<file path="src/rtl/ptq_pkg.sv">
// Package for the priority task queue: word types, codes and sizing constants.
// Used by every module in the rtl folder; depends on nothing.
`timescale 1ns / 1ps
package ptq_pkg;

  localparam int DEPTH_DEF = 16;
  localparam int PRIO_LEVELS_DEF = 4;
  localparam int ID_BITS_DEF = 16;
  localparam logic [15:0] CNT_MAX = 16'hFFFF;

  typedef enum logic [2:0] {
    FN_ADD = 3'd0,
    FN_CANCEL = 3'd1,
    FN_TAKE = 3'd2,
    FN_FINISH = 3'd3,
    FN_CLEAR = 3'd4
  } func_t;

  typedef enum logic [2:0] {
    ST_OK = 3'd0,
    ST_FULL = 3'd1,
    ST_EMPTY = 3'd2,
    ST_PAUSED = 3'd3,
    ST_NOTFOUND = 3'd4,
    ST_DROPPED = 3'd5,
    ST_BAD = 3'd6
  } status_t;

  typedef enum logic [2:0] {
    S_IDLE,
    S_SCAN,
    S_SHIFT,
    S_WRITE,
    S_DONE
  } state_t;

  typedef struct packed {
    logic [2:0] func;
    logic [1:0] priority_req;
    logic [31:0] routine;
    logic [31:0] argument;
    logic [15:0] task_id;
  } in_word_t;

  typedef struct packed {
    logic [2:0] status;
    logic [15:0] result_id;
    logic [31:0] out_routine;
    logic [31:0] out_argument;
    logic [4:0] pending;
    logic [15:0] active;
    logic [15:0] completed;
  } out_word_t;

endpackage

</file>
<file path="src/rtl/priority_task_queue_top.sv">
// Top level of the priority task queue: a sequencer that walks one entry memory.
// Depends on ptq_pkg.
//
//   channel  direction  handshake            payload
//   in       input      in_valid / in_stall  ptq_pkg::in_word_t
//   out      output     out_valid/out_stall  ptq_pkg::out_word_t
//   cfg      input      cfg_we               cfg_data (paused)
//
// One word is processed at a time. For an add, the shift behind the insertion point
// moves one entry per cycle. Reset is synchronous; the entry memory is not cleared.
// A stalled result holds in the output register and the next word waits until it
// is taken.
`timescale 1ns / 1ps
module priority_task_queue_top #(
  parameter int DEPTH = ptq_pkg::DEPTH_DEF,
  parameter int PRIO_LEVELS = ptq_pkg::PRIO_LEVELS_DEF,
  parameter int ID_BITS = ptq_pkg::ID_BITS_DEF
) (
  input logic clk,
  input logic rst,
  input logic in_valid,
  output logic in_stall,
  input ptq_pkg::in_word_t in_data,
  output logic out_valid,
  input logic out_stall,
  output ptq_pkg::out_word_t out_data,
  input logic cfg_we,
  input logic cfg_data
);
  import ptq_pkg::*;

  localparam int AW = $clog2(DEPTH);
  localparam int CW = $clog2(DEPTH + 1);
  localparam int PW = $clog2(PRIO_LEVELS);
  localparam logic [ID_BITS-1:0] ID_MAX = '1;

  typedef struct packed {
    logic [PW-1:0] prio;
    logic [ID_BITS-1:0] id;
    logic [31:0] routine;
    logic [31:0] argument;
    logic cancelled;
  } entry_t;

  entry_t mem [DEPTH];
  entry_t rd;
  logic [AW-1:0] raddr;
  logic re;
  logic we;
  logic [AW-1:0] waddr;
  entry_t wdata;

  always_ff @(posedge clk) begin
    if (we) begin
      mem[waddr] <= wdata;
    end
    if (re) begin
      rd <= mem[raddr];
    end
  end

  state_t state, state_next;
  in_word_t cmd;
  logic [PW-1:0] prio_sat;
  logic [CW-1:0] idx, idx_next;
  logic rd_ok, rd_ok_next;
  logic [CW-1:0] count, count_next;
  logic [ID_BITS-1:0] next_id, next_id_next;
  logic [15:0] active, active_next;
  logic [15:0] done, done_next;
  logic paused;
  out_word_t res, res_next;
  logic ovalid, ovalid_next;
  logic [2:0] st, st_next;
  logic [15:0] rid, rid_next;
  logic [31:0] orout, orout_next, oarg, oarg_next;
  logic [CW-1:0] pos, pos_next;

  assign in_stall = (state != S_IDLE) || ovalid;
  assign out_valid = ovalid;
  assign out_data = res;

  always_ff @(posedge clk) begin
    if (rst) begin
      state <= S_IDLE;
      count <= '0;
      next_id <= ID_BITS'(1);
      active <= '0;
      done <= '0;
      paused <= 1'b0;
      ovalid <= 1'b0;
    end else begin
      state <= state_next;
      count <= count_next;
      next_id <= next_id_next;
      active <= active_next;
      done <= done_next;
      ovalid <= ovalid_next;
      if (cfg_we) begin
        paused <= cfg_data;
      end
    end
    if (state == S_IDLE && in_valid && !in_stall) begin
      cmd <= in_data;
    end
    idx <= idx_next;
    rd_ok <= rd_ok_next;
    pos <= pos_next;
    st <= st_next;
    rid <= rid_next;
    orout <= orout_next;
    oarg <= oarg_next;
    res <= res_next;
  end

  always_comb begin
    if (32'(cmd.priority_req) >= PRIO_LEVELS) begin
      prio_sat = PW'(PRIO_LEVELS - 1);
    end else begin
      prio_sat = PW'(cmd.priority_req);
    end
  end

  always_comb begin
    state_next = state;
    count_next = count;
    next_id_next = next_id;
    active_next = active;
    done_next = done;
    ovalid_next = ovalid && out_stall;
    res_next = res;
    idx_next = idx;
    rd_ok_next = 1'b0;
    pos_next = pos;
    st_next = st;
    rid_next = rid;
    orout_next = orout;
    oarg_next = oarg;
    re = 1'b0;
    raddr = '0;
    we = 1'b0;
    waddr = '0;
    wdata = '0;
    unique case (state)
      S_IDLE: begin
        if (in_valid && !in_stall) begin
          state_next = S_SCAN;
          idx_next = '0;
          st_next = ST_OK;
          rid_next = '0;
          orout_next = '0;
          oarg_next = '0;
          pos_next = count;
        end
      end
      S_SCAN: begin
        // idx is the next address to read; rd_ok marks rd as entry idx-1.
        priority case (cmd.func)
          FN_ADD: begin
            if (cmd.routine == '0) begin
              st_next = ST_BAD;
              state_next = S_DONE;
            end else if (count == CW'(DEPTH)) begin
              st_next = ST_FULL;
              state_next = S_DONE;
            end else if (rd_ok && rd.prio < prio_sat) begin
              pos_next = idx - CW'(1);
              idx_next = count;
              state_next = S_SHIFT;
            end else if (idx < count) begin
              re = 1'b1;
              raddr = AW'(idx);
              rd_ok_next = 1'b1;
              idx_next = idx + CW'(1);
            end else begin
              pos_next = count;
              idx_next = count;
              state_next = S_SHIFT;
            end
          end
          FN_CANCEL: begin
            if (cmd.task_id == '0) begin
              st_next = ST_NOTFOUND;
              state_next = S_DONE;
            end else if (rd_ok && 16'(rd.id) == cmd.task_id) begin
              we = 1'b1;
              waddr = AW'(idx - CW'(1));
              wdata = rd;
              wdata.cancelled = 1'b1;
              state_next = S_DONE;
            end else if (idx < count) begin
              re = 1'b1;
              raddr = AW'(idx);
              rd_ok_next = 1'b1;
              idx_next = idx + CW'(1);
            end else begin
              st_next = ST_NOTFOUND;
              state_next = S_DONE;
            end
          end
          FN_TAKE: begin
            if (paused) begin
              st_next = ST_PAUSED;
              state_next = S_DONE;
            end else if (count == '0) begin
              st_next = ST_EMPTY;
              state_next = S_DONE;
            end else if (!rd_ok && idx == '0) begin
              re = 1'b1;
              raddr = '0;
              rd_ok_next = 1'b1;
              idx_next = CW'(1);
            end else if (idx == CW'(1) && rd_ok) begin
              if (rd.cancelled) begin
                st_next = ST_DROPPED;
              end else begin
                rid_next = 16'(rd.id);
                orout_next = rd.routine;
                oarg_next = rd.argument;
                if (active != CNT_MAX) begin
                  active_next = active + 16'd1;
                end
              end
              idx_next = CW'(1);
              if (count > CW'(1)) begin
                re = 1'b1;
                raddr = AW'(1);
                rd_ok_next = 1'b1;
                idx_next = CW'(2);
              end
            end else if (rd_ok) begin
              // Move entry idx-1 down by one slot.
              we = 1'b1;
              waddr = AW'(idx - CW'(2));
              wdata = rd;
              if (idx < count) begin
                re = 1'b1;
                raddr = AW'(idx);
                rd_ok_next = 1'b1;
                idx_next = idx + CW'(1);
              end
            end else begin
              count_next = count - CW'(1);
              state_next = S_DONE;
            end
          end
          FN_FINISH: begin
            if (active != '0) begin
              active_next = active - 16'd1;
            end
            if (done != CNT_MAX) begin
              done_next = done + 16'd1;
            end
            state_next = S_DONE;
          end
          FN_CLEAR: begin
            done_next = '0;
            state_next = S_DONE;
          end
          default: begin
            st_next = ST_BAD;
            state_next = S_DONE;
          end
        endcase
      end
      S_SHIFT: begin
        // idx counts down from count to pos, moving entry idx-1 to idx.
        if (rd_ok) begin
          we = 1'b1;
          waddr = AW'(idx);
          wdata = rd;
          idx_next = idx - CW'(1);
          if (idx - CW'(1) > pos) begin
            re = 1'b1;
            raddr = AW'(idx - CW'(2));
            rd_ok_next = 1'b1;
          end else begin
            state_next = S_WRITE;
          end
        end else if (idx > pos) begin
          re = 1'b1;
          raddr = AW'(idx - CW'(1));
          rd_ok_next = 1'b1;
        end else begin
          state_next = S_WRITE;
        end
      end
      S_WRITE: begin
        we = 1'b1;
        waddr = AW'(pos);
        wdata.prio = prio_sat;
        wdata.id = next_id;
        wdata.routine = cmd.routine;
        wdata.argument = cmd.argument;
        wdata.cancelled = 1'b0;
        count_next = count + CW'(1);
        rid_next = 16'(next_id);
        next_id_next = (next_id == ID_MAX) ? ID_BITS'(1) : next_id + ID_BITS'(1);
        state_next = S_DONE;
      end
      S_DONE: begin
        if (!ovalid) begin
          res_next.status = st;
          res_next.result_id = rid;
          res_next.out_routine = orout;
          res_next.out_argument = oarg;
          res_next.pending = 5'(count);
          res_next.active = active;
          res_next.completed = done;
          ovalid_next = 1'b1;
          state_next = S_IDLE;
        end
      end
      default: begin
        state_next = S_IDLE;
      end
    endcase
  end

endmodule
</file>
<file path="config.mk">
export PLATFORM = sky130hd
export DESIGN_NAME = priority_task_queue_top
export DESIGN_NICKNAME = d
export VERILOG_FILES = /design/src/rtl/ptq_pkg.sv /design/src/rtl/priority_task_queue_top.sv
export SDC_FILE = /design/constraint.sdc
export NUM_CORES = 2
export LEC_CHECK = 0
export BUFFER_PORTS_ARGS = -buffer_cell sky130_fd_sc_hd__clkbuf_2
export CAP_MARGIN = 20
export CELL_PAD_IN_SITES_DETAIL_PLACEMENT = 0
export CELL_PAD_IN_SITES_GLOBAL_PLACEMENT = 2
export CORE_MARGIN = 2
export CORE_UTILIZATION = 30
export CTS_BUF_LIST = sky130_fd_sc_hd__clkbuf_8
export DETAILED_ROUTE_END_ITERATION = 7
export GPL_ROUTABILITY_DRIVEN = 1
export GPL_TIMING_DRIVEN = 0
export PLACE_DENSITY = 0.61
export SYNTH_ARGS = -nofsm -noshare
export SYNTH_HDL_FRONTEND = slang
export SYNTH_SLANG_ARGS = --single-unit
</file>
<file path="constraint.sdc">
create_clock -name clk -period 11.3 [get_ports clk]
set_input_delay 2.26 -clock clk [delete_from_list [all_inputs] [get_ports clk]]
set_output_delay 2.26 -clock clk [all_outputs]
set_load 0.02 [all_outputs]
</file>
==> qor.csv <==
stage,metric,value,unit
outcome,status,"finished, final reports clean",
timing,fmax,0.140,GHz
global_route,grt_pass1_vias,43713,
drt,wire_per_inst,26.7,um
worst_setup_path,worstSetupPathType,reg2reg,
place,gp_congestion,0.807,
worst_setup_path,regToRegStartpoint,cmd[49],
drt,drtIter0Drc,4148,
pwr,p_int,11.0,mW
worst_setup_path,crit_fanout,10,
worst_setup_path,crit_arrival,7.86,ns
global_route,grt_max_degree,55,
place,portBuffers,211,
pwr,leakagePower,29.7,nW
timing,clock_skew,0.0703,ns
clock_network,htree_levels,5,
pwr,total_power,15.3,mW
global_route,gr-total-overflow,0,
cells_and_area,fin_cells,8692,
clock_network,cts_inserted_buffers,318,
timing,hold_violations,0,
pwr,p_switching,4.24,mW
worst_setup_path,rrSetupSlack,4.17,ns
drt,via_count,44589,
worst_setup_path,crit_path_start,cmd[49],
worst_setup_path,cp-start-kind,register,
pwr,switching_share,27.8,%
drt,drt-vias-per-instance,5.13,
clock_network,clock_latency,1.05,ns
place,post-place-ws,4.35,ns
die,initial_core_util,30.1,%
yosys,ys_ff_latch,1768,
die,die_area,237000,um^2
pwr,irDropWorstVdd,107,uV
die,placeableCoreArea,232000,um^2
global_route,antenna_found_initial,15,
cells_and_area,layout-drive-gt1-share,15.3,%
clock_network,clkTransAtPathRegs,0.06,ns
yosys,synth_warnings,0,
drt,ant_nets,0,
die,die_h,487,um
drt,post-route-drc-count,0,
drt,firstDrtPassIters,5,
die,rows,177,
clock_network,holdBufCountCts,0,
place,place_area,76500,um^2
cells_and_area,fin_area,82100,um^2
worst_setup_path,critPathMaxStageDelay,1.01,ns
yosys,yosys.area.top_type,edfxtp_1,
timing,timing.final.crit_period,7.13,ns
clock_network,cts_tree,built,
clock_network,post_cts_buffers,0,
worst_setup_path,critPathSlowestCell,o21ai_0,
yosys,ys.flop_type,edfxtp_1,
place,place_inst,8161,
worst_setup_path,timing.critical_path.mode_cell,buf_2,
worst_setup_path,r2r_end,rd[77],
yosys,ys_seq_area_share,75.1,%
place,hpwl,155000,um
drt,routed_wl,232000,um
timing,hold_slack,0.394,ns
cells_and_area,nNetsFinal,5574,
worst_hold_path,min_from,oarg[24],
worst_setup_path,setup.worst_path.end_class,register,
timing,worst-slew-pin-transition,1.23,ns
timing,setup_viol,0,
pwr,pwr-share-comb,12.2,%
timing,maxSlewViolCount,0,
timing,worst_slack,4.17,ns
pwr,power_frac_seq,52.1,%
yosys,yosys-top-cells-count,"edfxtp_1 (1709), nand2_1 (810), and3_1 (343)",
die,io_pins,213,
yosys,synthDistinctLibCells,70,
yosys,synth_nets,4942,
worst_setup_path,r2r_cells,12,
timing,fin_tns_setup,0,ns
timing,rsz0062_at_grt,false,
worst_setup_path,path_cells,nor4_1 > nand4_1 > o21ai_0 > or2_2 > nand3_2 > a41oi_2 > buf_4 > buf_2 > buf_2 > a31oi_1 > a22oi_1 > nand2_1,
clock_network,clkSinkCount,1768,
timing,relSlewSlack,18.3,%
yosys,async_flop_share,0,%
yosys,avgSynthCellArea,14.5,um^2
pwr,p_clk_share,35.7,%
cells_and_area,area_growth,17.5,%
yosys,synth-edff-count,1709,
yosys,yosys.area.top_type_share,73.4,%
pwr,power.density,186,nW/um^2
die,fp.dieW,487,um
timing,period_share,63.1,%
worst_setup_path,critical_path.endpoint,rd[77],
run,cap_violations,0,
yosys,synth_area,69900,um^2
yosys,synth.area.top_cells,"edfxtp_1 (73%), nand2_1 (4.4%), a211oi_1 (3.6%), and3_1 (3.1%), a31oi_1 (3.0%)",
worst_setup_path,crit_required,12.03,ns
clock_network,cts_resized,0,
yosys,yosysMostFrequentCell,edfxtp_1,
global_route,grt_pass1_wl,326000,um
yosys,syn_inst,4807,
worst_hold_path,min_path_type,reg2reg,
global_route,track_usage,19.1,%
clock_network,clk_path_buf_depth,4,
cells_and_area,utilization,35.4,%
clock_network,cts_root_buf,clkbuf_8,
## worst max-delay path, delay by kind of cell, from the launching register on
family	cells	cell delay [ns]
and+or+nand+nor	5	2.31
AOI/OAI and AO/OA	4	2.35
DFF	1	0.53
buffers and inverters	3	1.60
## per-layer routing
layer | routed length (um) | GRT usage [%] | up-vias
met1 | 107000 | 27.4 | 22678
met5 | 0 | 0 | -
met3 | 14400 | 3.43 | 332
li1 | - | - | 19982
met2 | 105000 | 29.7 | 1597
met4 | 5230 | 5.11 | 0
## layout make-up
cell class | count | area, um^2
inverter | 37 | 139
multi-input combinational | 2660 | 15900
clock inverter | 186 | 905
timing repair buffer | 312 | 2710
sequential | 1768 | 52500
antenna | 9 | 22.5
tap | 3043 | 3810
fill | 22381 | 150000
buffer | 342 | 1480
clock buffer | 335 | 4610
## cell usage in the layout (no fill, tap or decap), types with 37 or more instances in the layout
master	n
a211oi_1	337
a21oi_1	44
a22o_1	95
a22oi_1	169
a31oi_1	338
and2_1	71
and3_1	341
buf_12	44
buf_2	133
clkbuf_1	180
clkbuf_2	217
clkbuf_8	335
clkinv_1	64
dfxtp_1	59
edfxtp_1	1709
ha_1	43
inv_1	128
nand2_1	810
nor2_1	86
o21ai_0	37
xor2_1	39
## power groups by stage
stage | logic (mW) | clock network, mW | registers, mW
after floorplan | 0.848 | 0 | 8.11
after global placement | 1.77 | 0 | 8.20
after detailed placement | 1.88 | 0 | 8.08
after CTS | 1.89 | 5.61 | 7.95
after global routing | 2.01 | 5.89 | 7.98
final | 1.86 | 5.45 | 7.95
## kinds of logic (layout without fill, tap and decap cells)
kind of cell / count (synthesis) / count (layout) / synth area share, %
buf+inv: 379 / 1212 / 2.31
fa+ha+maj: 44 / 44 / 0.799
flops: 1768 / 1768 / 75.1
mux: 18 / 18 / 0.267
simple gates: 1451 / 1451 / 9.75
xor+xnor: 66 / 66 / 0.827
compound gates: 1081 / 1081 / 10.9
other cells: 0 / 9 / 0
## worst min path at each step
stage | slack, ns | cells after the start | endpoint
floorplan | 0.40 | 0 | out_data[100]
global route | 0.39 | 0 | out_data[61]
CTS | 0.39 | 0 | out_data[61]
global placement | 0.40 | 0 | out_data[99]
finish | 0.39 | 0 | out_data[61]
detailed placement | 0.40 | 0 | out_data[111]
## flip-flops by register name, indices dropped and copies added (netlist names), 16 cells and up
signal,flops
active,16
cmd,83
done,16
mem,1328
next_id,16
oarg,32
orout,32
out_data,120
rd,83
rid,16
(Power assumes the default switching activity.)
